===== config.mk =====
export PLATFORM = sky130hd
export DESIGN_NAME = day_number_to_date
export DESIGN_NICKNAME = d
export VERILOG_FILES = /design/src/rtl/core/dndt_pkg.sv /design/src/rtl/core/dndt_ctrl.sv /design/src/rtl/core/dndt_dp.sv /design/src/rtl/core/day_number_to_date.sv
export SDC_FILE = /design/constraint.sdc
export NUM_CORES = 2
export LEC_CHECK = 0
export BUFFER_PORTS_ARGS = -buffer_cell sky130_fd_sc_hd__buf_4
export CAP_MARGIN = 20
export CORE_MARGIN = 3
export CORE_UTILIZATION = 60
export CTS_CLUSTER_SIZE = 12
export DETAILED_ROUTE_END_ITERATION = 10
export HOLD_SLACK_MARGIN = 0.15
export PLACE_DENSITY = 0.88
export SLEW_MARGIN = 40
export SYNTH_ARGS = -nofsm -noshare
export SYNTH_HDL_FRONTEND = slang
export SYNTH_HIERARCHICAL = 1
export SYNTH_SLANG_ARGS = --single-unit
export TNS_END_PERCENT = 10

===== constraint.sdc =====
create_clock -name clk -period 8.2 [get_ports clk]
set_clock_uncertainty 0.1 [all_clocks]
set_input_delay 2.05 -clock clk [delete_from_list [all_inputs] [get_ports clk]]
set_output_delay 2.05 -clock clk [all_outputs]
set_load 0.03 [all_outputs]

===== src/rtl/core/dndt_pkg.sv =====
// ----------------------------------------------------------------------------
// dndt_pkg
// Shared constants, month-length table and the control/status bundles used
// between the day-number-to-date controller and datapath.
// ----------------------------------------------------------------------------
`default_nettype none

package dndt_pkg;

  localparam int DAY_NUMBER_W = 31;
  localparam int YEAR_W       = 23;
  localparam int MONTH_W      = 4;
  localparam int DAY_W        = 5;
  localparam int IN_TDATA_W   = 32;
  localparam int OUT_TDATA_W  = 32;

  // 400-year cycle
  localparam logic [DAY_NUMBER_W-1:0] CYCLE_DAYS  = 31'd146097;
  localparam logic [YEAR_W-1:0]       CYCLE_YEARS = 23'd400;

  // quotient of a 31-bit count by CYCLE_DAYS fits in 14 bits
  localparam int CYC_Q_W = 14;

  // ceil(2^49 / CYCLE_DAYS); exact quotient for every 31-bit count
  localparam int                RECIP_W      = 32;
  localparam int                RECIP_PROD_W = DAY_NUMBER_W + RECIP_W;
  localparam int                RECIP_SHIFT  = 49;
  localparam logic [RECIP_W-1:0] CYCLE_RECIP = 32'd3853261556;

  localparam int YC_W   = 9;   // year within cycle, 0..400
  localparam int C100_W = 7;   // year mod 100

  localparam logic [YC_W-1:0]   YC_CYCLE_END = 9'd400;
  localparam logic [C100_W-1:0] C100_LAST    = 7'd99;
  localparam logic [8:0]        YEAR_DAYS    = 9'd365;

  localparam logic [MONTH_W-1:0] MONTH_JAN = 4'd1;
  localparam logic [MONTH_W-1:0] MONTH_FEB = 4'd2;
  localparam logic [MONTH_W-1:0] MONTH_DEC = 4'd12;

  // days in month, non-leap
  function automatic logic [DAY_W-1:0] month_days(input logic [MONTH_W-1:0] m);
    logic [DAY_W-1:0] d;
    case (m)
      4'd2:                      d = 5'd28;
      4'd4, 4'd6, 4'd9, 4'd11:   d = 5'd30;
      default:                   d = 5'd31;
    endcase
    return d;
  endfunction

  typedef struct packed {
    logic load;        // capture accepted beat, start conversion
    logic div_step;    // one cycle-division phase
    logic year_step;   // take one year off
    logic month_step;  // take one month off
    logic out_load;    // latch finished result into output register
  } dndt_cmd_t;

  typedef struct packed {
    logic div_last;    // final division phase this cycle
    logic year_done;   // remainder lies inside current year
    logic month_done;  // remainder lies inside current month
  } dndt_status_t;

endpackage

`default_nettype wire


===== src/rtl/core/dndt_ctrl.sv =====
// ----------------------------------------------------------------------------
// dndt_ctrl
// Sequencer: accept, cycle division, year walk, month walk, hand-off to the
// output register.
// ----------------------------------------------------------------------------
`default_nettype none

module dndt_ctrl
  import dndt_pkg::*;
(
  input  wire logic         clk,
  input  wire logic         rst,
  input  wire logic         s_tvalid,
  output logic              s_tready,
  output logic              m_tvalid,
  input  wire logic         m_tready,
  input  wire dndt_status_t status,
  output dndt_cmd_t         cmd
);

  localparam logic [1:0] ST_IDLE  = 2'd0;
  localparam logic [1:0] ST_DIV   = 2'd1;
  localparam logic [1:0] ST_YEAR  = 2'd2;
  localparam logic [1:0] ST_MONTH = 2'd3;

  logic [1:0] state;
  logic [1:0] state_next;
  logic       out_valid;
  logic       out_valid_next;
  logic       out_free;

  assign s_tready = (state == ST_IDLE);
  assign m_tvalid = out_valid;
  assign out_free = !out_valid || m_tready;

  always_comb begin
    state_next = state;
    cmd        = '0;
    case (state)
      ST_IDLE: begin
        if (s_tvalid) begin
          cmd.load   = 1'b1;
          state_next = ST_DIV;
        end
      end
      ST_DIV: begin
        cmd.div_step = 1'b1;
        if (status.div_last) begin
          state_next = ST_YEAR;
        end
      end
      ST_YEAR: begin
        if (status.year_done) begin
          state_next = ST_MONTH;
        end else begin
          cmd.year_step = 1'b1;
        end
      end
      ST_MONTH: begin
        if (!status.month_done) begin
          cmd.month_step = 1'b1;
        end else if (out_free) begin
          cmd.out_load = 1'b1;
          state_next   = ST_IDLE;
        end
      end
      default: begin
        state_next = ST_IDLE;
      end
    endcase
  end

  always_comb begin
    out_valid_next = out_valid;
    if (cmd.out_load) begin
      out_valid_next = 1'b1;
    end else if (m_tready) begin
      out_valid_next = 1'b0;
    end
  end

  always_ff @(posedge clk) begin
    if (rst) begin
      state     <= ST_IDLE;
      out_valid <= 1'b0;
    end else begin
      state     <= state_next;
      out_valid <= out_valid_next;
    end
  end

endmodule

`default_nettype wire


===== src/rtl/core/dndt_dp.sv =====
// ----------------------------------------------------------------------------
// dndt_dp
// Datapath: division by the 400-year cycle through a reciprocal multiply,
// year and month subtract loops, output register.
// ----------------------------------------------------------------------------
`default_nettype none

module dndt_dp
  import dndt_pkg::*;
(
  input  wire logic                    clk,
  input  wire logic [DAY_NUMBER_W-1:0] day_number,
  input  wire dndt_cmd_t               cmd,
  output dndt_status_t                 status,
  output logic [YEAR_W-1:0]            year,
  output logic [MONTH_W-1:0]           month,
  output logic [DAY_W-1:0]             day_of_month
);

  logic [DAY_NUMBER_W-1:0] rem;
  logic [YEAR_W-1:0]       year_base;
  logic                    div_phase;   // 0: quotient, 1: remainder
  logic [CYC_Q_W-1:0]      cyc_q;
  logic [YC_W-1:0]         yc;
  logic [1:0]              c4;
  logic [C100_W-1:0]       c100;
  logic [MONTH_W-1:0]      mon;

  logic [RECIP_PROD_W-1:0] recip_prod;
  logic [DAY_NUMBER_W-1:0] cyc_days;
  logic [YEAR_W-1:0]       cyc_years;
  logic                    leap;
  logic [8:0]              year_len;
  logic [DAY_W-1:0]        month_len;

  // whole cycles: multiply by the rounded-up reciprocal, keep the top bits
  assign recip_prod = {{(RECIP_PROD_W-DAY_NUMBER_W){1'b0}}, rem}
                    * {{(RECIP_PROD_W-RECIP_W){1'b0}}, CYCLE_RECIP};
  assign cyc_days   = {{(DAY_NUMBER_W-CYC_Q_W){1'b0}}, cyc_q} * CYCLE_DAYS;
  assign cyc_years  = {{(YEAR_W-CYC_Q_W){1'b0}}, cyc_q} * CYCLE_YEARS;

  // leap test on year within cycle; cycle start is a multiple of 400
  assign leap     = ((c4 == 2'd0) && (c100 != '0)) || (yc == '0) || (yc == YC_CYCLE_END);
  assign year_len = YEAR_DAYS + {8'd0, leap};
  assign month_len = month_days(mon) + {4'd0, (mon == MONTH_FEB) && leap};

  assign status.div_last   = div_phase;
  assign status.year_done  = (yc == YC_CYCLE_END) || (rem < {22'd0, year_len});
  assign status.month_done = (mon == MONTH_DEC) || (rem < {26'd0, month_len});

  always_ff @(posedge clk) begin
    if (cmd.load) begin
      rem       <= day_number;
      year_base <= '0;
      div_phase <= 1'b0;
      yc        <= '0;
      c4        <= '0;
      c100      <= '0;
      mon       <= MONTH_JAN;
    end else if (cmd.div_step) begin
      if (!div_phase) begin
        cyc_q <= recip_prod[RECIP_SHIFT +: CYC_Q_W];
      end else begin
        rem       <= rem - cyc_days;
        year_base <= cyc_years;
      end
      div_phase <= 1'b1;
    end else if (cmd.year_step) begin
      rem  <= rem - {22'd0, year_len};
      yc   <= yc + 1'b1;
      c4   <= c4 + 1'b1;
      c100 <= (c100 == C100_LAST) ? '0 : c100 + 1'b1;
    end else if (cmd.month_step) begin
      rem <= rem - {26'd0, month_len};
      mon <= mon + 1'b1;
    end
  end

  always_ff @(posedge clk) begin
    if (cmd.out_load) begin
      year         <= year_base + {14'd0, yc};
      month        <= mon;
      day_of_month <= rem[DAY_W-1:0] + 1'b1;
    end
  end

endmodule

`default_nettype wire


===== src/rtl/core/day_number_to_date.sv =====
// Sequence: accept, division (quotient, then remainder), year walk, month
//   walk, then the load into the output register once it is free.
// Throughput: one beat at a time; the year walk (one year per cycle) sets
//   the figure. The next beat is taken while a result waits on the master side.
// Reset: rst is synchronous, active high; clears the sequencer and the
//   output valid flag. No stored tables to clear.
// ----------------------------------------------------------------------------
// day_number_to_date
// Converts a day count from January 1 of year 0 into proleptic Gregorian
// year, month and day of month.
// ----------------------------------------------------------------------------
`default_nettype none

module day_number_to_date
  import dndt_pkg::*;
(
  input  wire logic                   clk,
  input  wire logic                   rst,
  // slave side
  input  wire logic                   s_tvalid,
  output logic                        s_tready,
  input  wire logic [IN_TDATA_W-1:0]  s_tdata,   // [30:0] day_number, [31] pad
  // master side
  output logic                        m_tvalid,
  input  wire logic                   m_tready,
  output logic [OUT_TDATA_W-1:0]      m_tdata    // [22:0] year, [26:23] month,
                                                 // [31:27] day_of_month
);

  dndt_cmd_t          cmd;
  dndt_status_t       status;
  logic [YEAR_W-1:0]  year;
  logic [MONTH_W-1:0] month;
  logic [DAY_W-1:0]   day_of_month;

  // sequencer: owns handshakes and output valid
  dndt_ctrl u_ctrl (
    .clk      (clk),
    .rst      (rst),
    .s_tvalid (s_tvalid),
    .s_tready (s_tready),
    .m_tvalid (m_tvalid),
    .m_tready (m_tready),
    .status   (status),
    .cmd      (cmd)
  );

  // arithmetic: cycle division, year and month walks, result register
  dndt_dp u_dp (
    .clk          (clk),
    .day_number   (s_tdata[DAY_NUMBER_W-1:0]),
    .cmd          (cmd),
    .status       (status),
    .year         (year),
    .month        (month),
    .day_of_month (day_of_month)
  );

  assign m_tdata = {day_of_month, month, year};

  // --------------------------------------------------------------------------
  // checks
  // --------------------------------------------------------------------------

  // s_tready drops once a beat is accepted: no second accept right after one
  a_busy_after_accept: assert property (@(posedge clk) disable iff (rst)
    (s_tvalid && s_tready) |=> !s_tready)
    else $error("input accepted while conversion running");

  // month walk never leaves 1..12
  a_month_range: assert property (@(posedge clk) disable iff (rst)
    m_tvalid |-> (month >= MONTH_JAN) && (month <= MONTH_DEC))
    else $error("month out of range");

  // day of month never wraps to zero
  a_day_nonzero: assert property (@(posedge clk) disable iff (rst)
    m_tvalid |-> (day_of_month != '0))
    else $error("day of month is zero");

  // a fresh result cannot show up the cycle after an accept
  a_no_early_result: assert property (@(posedge clk) disable iff (rst)
    (s_tvalid && s_tready) |=> (!m_tvalid || $past(m_tvalid)))
    else $error("result appeared too early");

endmodule

`default_nettype wire


# Word level (Yosys, flattened, before mapping)
# Index checks and enable logic that the tools add are counted.
dict set report op_classes {
  eq_ne 17
  n_reduce_logical 21
  mul 3
  bitwise 4
  n_lt_le_gt_ge 2
  muxes 24
  n_addsub 11
}
# operator count
set op_table {}
lappend op_table {{2-to-1 mux 31 bit} 5}
lappend op_table {{multiplier 31 x 30 -> 61 bit, second input constant} 1}
lappend op_table {{less-than comparator 31 x 5 -> 1 bit} 1}
lappend op_table {{less-than comparator 31 x 9 -> 1 bit} 1}
lappend op_table {{multiplier 14 x 18 -> 31 bit, second input constant} 1}
lappend op_table {{subtractor 31 bit} 1}
lappend op_table {{subtractor 31 x 5 -> 31 bit} 1}
lappend op_table {{subtractor 31 x 9 -> 31 bit} 1}
lappend op_table {{adder 23 x 9 -> 23 bit} 1}
lappend op_table {{multiplier 14 x 5 -> 19 bit, second input constant} 1}
lappend op_table {{== test 4 bit, second input constant} 3}
lappend op_table {{2-to-1 mux 2 bit} 6}
lappend op_table {{2-to-1 mux 1 bit} 10}
lappend op_table {{adder 9 x 1 -> 9 bit, first input constant} 1}
lappend op_table {{adder 9 x 1 -> 9 bit, second input constant} 1}
lappend op_table {{== test 9 bit, second input constant} 1}
lappend op_table {{zero test 9 bit} 1}
lappend op_table {{== test 4 x 3 -> 1 bit, second input constant} 2}
lappend op_table {{one-hot mux 2 bit (4 select lines)} 1}
lappend op_table {{adder 7 x 1 -> 7 bit, second input constant} 1}
lappend op_table {{== test 7 bit, second input constant} 1}
lappend op_table {{2-to-1 mux 7 bit} 1}
lappend op_table {{nonzero test 7 bit} 1}
lappend op_table {{!= test 2 x 1 -> 1 bit, second input constant} 3}
lappend op_table {{21 further kinds} 35}
dict set report word_totals {
  register_bits 122
  out_inout_bits 34
  wordCells 95
  in_bits 36
}

# Depth between registers and ports, before layout
dict set report logic_depth {
  ltp_word 14
  ltp_mapped 28
  mapped_depth_nobuf 28
}

# By module
# Netlist, hierarchy kept.
# mod area_each_um2 seq_area_each_um2 cells_each instances
set modules_own_cells {}
lappend modules_own_cells {dndt_dp 29035.3 3153.0 2942 1}
lappend modules_own_cells {dndt_ctrl 299.0 60.1 28 1}

# Least setup slack after synthesis
# No wires, ideal clock.
dict set report synth_timing {
  path_type {register to register}
  startpoint {reg u_dp.rem[2]}
  endpoint {reg u_dp.cyc_q[10], data pin}
  setup_ns 0.259
  n_path_buf 0
  setup_slack_ns 1.099
  t_arrival_ns 6.741
  synth_period_minus_slack_ns 7.101
  stages_incl_launch_ff 24
  required_ns 7.841
  path_cell_list {edfxtp_1 > fa_1 > fa_1 > inv_1 > fa_1 > fa_1 > fa_1 > inv_1 > fa_1 > fa_1 > inv_1 > fa_1 > inv_1 > ha_1 > a211oi_1 > o21ai_0 > a221oi_1 > o211ai_1 > nor3_1 > a211oi_1 > nor2_1 > nor2b_1 > a41oi_1 > xnor2_1}
}
dict set report synth_between {
  elab_chain_cells 1
}
# item line
set synth_rtl {}
lappend synth_rtl {{from (decl)} dndt_dp.sv:20} ;# logic [DAY_NUMBER_W-1:0] rem;
lappend synth_rtl {{from (signal assigned)} dndt_dp.sv:53} ;# rem <= day_number;
lappend synth_rtl {{from (signal assigned)} dndt_dp.sv:64} ;# rem <= rem - cyc_days;
lappend synth_rtl {{from (signal assigned)} dndt_dp.sv:69} ;# rem <= rem - {22'd0, year_len};
lappend synth_rtl {{multiplier 31 x 30 -> 61 bit} dndt_dp.sv:38} ;# * {{(RECIP_PROD_W-RECIP_W){1'b0}}, CYCLE_RECIP};
lappend synth_rtl {{named net u_dp.recip_prod[59]} dndt_dp.sv:29} ;# logic [RECIP_PROD_W-1:0] recip_prod;
lappend synth_rtl {{to (signal assigned)} dndt_dp.sv:62} ;# cyc_q <= recip_prod[RECIP_SHIFT +: CYC_Q_W];
lappend synth_rtl {{to (decl)} dndt_dp.sv:23} ;# logic [CYC_Q_W-1:0] cyc_q;
# The timed path passes the listed nets, and every way through them passes these cells.
# A chain may end at the register's enable or synchronous reset.

# Worst setup path after layout
dict set report layout_timing {
  startpoint {reg u_dp.rem[1]}
  endpoint {reg u_dp.cyc_q[12], data pin}
}
# The elaborated chain is that of the path after synthesis.

==> reports/qor.yml <==
hold_path:
  holdCritPathClass: "register to register"
clock_tree:
  path_clk_slew_ns: 0.07
  cts_tree: "done"
  cts_root_buf: "clkbuf_16"
  htree_levels: 4
  clockBufferDepth: 2
  clock_sinks: 122
  worstSkewPairLatency_ns: 0.45
  hold_buffers: 0
  cts-buffers-inserted: 17
detailed_routing:
  drt_iter0_markers: 2098
  drc_errors: 0
  vias_per_cell: 5.79
  dr.pass1.iters: 8
  ant_nets: 0
  wl_per_cell_um: 20.4
  routed-via-count: 21600
  finalWirelength_um: 75900
global_routing:
  grt_pass1_wl_um: 120000
  antenna_found_initial: 0
  grt_pass1_vias: 23000
  grt-ovfl-total: 0
  grt_usage_pct: 30.2
  grt_max_degree: 62
place:
  dp_hpwl_um: 64600
  dpl_cell_area_um2: 30900
  place_inst: 3676
  portBuffers: 68
  gp_congestion: 0.970
layout:
  layout_common_cells: "902 x inv_1, 621 x ha_1, 488 x fa_1, 138 x buf_4, 120 x nand2_1"
  utilization_pct: 65.9
  fin_area_um2: 31700
  antenna_cells: 0
  areaGrowthSynthToFinish_pct: 7.90
  layout-drive-gt1-share_pct: 6.91
  final_common_cell: "inv_1"
  fin_nets: 4245
  final_cells: 3727
timing:
  max-slew-margin-rel_pct: 44.9
  clock.fmax_ghz: 0.126
  setup_viol: 0
  finalSetupTns_ns: 0
  rsz0062_at_grt: "no"
  report.final.slew_viol_count: 0
  worst_pin_slew_ns: 0.825
  hold_viol: 0
  period_share_pct: 96.8
  period_minus_slack_ns: 7.94
die:
  fp.dieArea_um2: 51600
  die_h_um: 227
  core_um2: 48000
  fp.dieW_um: 227
  ios: 70
  placementRows: 80
  start_util_pct: 61.1
worst_setup_path:
  required_ns: 8.30
  cp.buffers_inverters: 5
  path_delay_family: "adder cells"
  cpPeakStageDelay_ns: 0.58
  crit_path_frequent_cell: "fa_1"
  path_cells: "fa_1, fa_1, inv_1, fa_1, fa_1, fa_1, inv_1, fa_1, fa_1, inv_1, fa_1, inv_1, ha_1, a211oi_1, o21ai_0, a221oi_1, o211ai_1, nor3_1, buf_4, a211oi_1, nor2_1, o21ai_1, a21oi_1, xnor2_1"
  crit_path_start_kind: "register"
  path_class: "register to register"
  crit_fanout: 7
  slowest_stage: "fa_1"
  cp-end-kind: "register"
  arrival_ns: 8.04
synthesis:
  synth_top_area_share_pct: 33.3
  ys_ff_latch: 122
  ys.flop_type: "edfxtp_1"
  synthTopCellsByArea: "fa_1 33%, ha_1 27%, inv_1 12%"
  async_flop_share_pct: 0
  postSynthAreaPerCell_um2: 9.88
  synth-edff-count: 77
  syn_inst: 2970
  seq_area_frac_synth_pct: 11.0
  yosysWarnings: 6
  synth_nets: 4116
  synthDistinctLibCells: 91
  yosys.area.top_type: "fa_1"
  syn-cell-area_um2: 29300
flow_run:
  cap_viol_max_count: 0
status:
  status: "finished, final reports clean"
## kinds of logic (layout without fill, tap and decap cells)
| group | count (synthesis) | after routing | share of synthesized area [%] |
|---|---|---|---|
| adders and majority gates | 1110 | 1110 | 59.8 |
| buffers and inverters | 936 | 1078 | 12.0 |
| xor gates and xnor gates | 128 | 128 | 3.82 |
| AOI/OAI and AO/OA | 319 | 319 | 7.37 |
| muxes | 6 | 6 | 0.226 |
| DFF | 122 | 122 | 11.0 |
| and+or+nand+nor | 349 | 349 | 5.76 |
## final timing paths
check | to | start | slack, ns | cells after the start
setup / recovery | u_dp/cyc_q[12]$_DFFE_PP_ | u_dp/rem[1]$_DFFE_PP_ | 0.26 | 24
hold / removal | u_dp/year_base[19]$_SDFFE_PP0P_ | u_dp/year_base[19]$_SDFFE_PP0P_ | 0.36 | 2
setup reg to reg | u_dp/cyc_q[12]$_DFFE_PP_ | u_dp/rem[1]$_DFFE_PP_ | 0.26 | 24
hold reg to reg | u_dp/year_base[19]$_SDFFE_PP0P_ | u_dp/year_base[19]$_SDFFE_PP0P_ | 0.36 | 2
## per-layer routing
metal	global-route usage [%]	share of wire, %	up-vias	wire length, µm
li1	-	-	9513	-
met1	38.2	37	10500	28100
met2	50.0	47	1253	35600
met3	6.14	9.9	333	7480
met4	14.9	6.1	0	4610
met5	0	0	-	0
## area by class of cell
class | count | area [µm²]
Clock inverter | 12 | 139
Timing Repair Buffer | 139 | 1050
Sequential cell | 122 | 3210
Inverter | 907 | 3420
Tap cell | 615 | 769
Fill cell | 3374 | 16400
Clock buffer | 20 | 447
Multi-Input combinational cell | 1912 | 22600
## stage by stage
step,hold WS [ns],setup WS (ns)
2_1_floorplan,0.332,1.10
3_3_place_gp,0.341,0.322
3_5_place_dp,0.351,0.173
4_1_cts,0.359,0.100
5_1_grt,0.383,0.00414
6_report,0.362,0.264
## timing repair
item | 4_1_cts | 5_1_grt
endpoints found under the hold margin | 0 | 0
buffers inserted | 0 | 19
resized for setup | 0 | 4
endpoints found under the setup margin | 0 | 8
## sequential cells by signal, indices dropped and copies added, names as in the netlist
name	cells
u_dp/rem	31
u_dp/year	23
u_dp/year_base	19
u_dp/cyc_q	14
u_dp/yc	9
u_dp/c100	7
u_dp/day_of_month	5
u_dp/mon	4
u_dp/month	4
u_ctrl/state	2
u_dp/c4	2
u_ctrl/m_tvalid	1
u_dp/div_phase	1
## Yosys cell counts (9+ instances only)
library cell  count
nand2_1         120
and3_1           17
ha_1            622
o21ai_0          54
xor2_1           36
nor2b_1          18
nor2_1           80
fa_1            488
a211oi_1         13
o21ai_1          10
o211ai_1         11
o21a_1            9
nand4_1          19
clkbuf_1         21
nor3_1           18
xnor2_1          92
a21o_1           43
nand3_1          28
dfxtp_1          45
edfxtp_1         77
a21oi_1         105
inv_1           905
or3_1             9
## tightest hold or removal path: cells and delay by family (launching register included)
kind / cells / cell delay, ns
AOI/OAI and AO/OA: 1 / 0.05
DFF: 1 / 0.31
and+or+nand+nor: 1 / 0.05
Power is not shown: default switching activity piles up to over one toggle a cycle in this logic, so the estimate is an artifact.
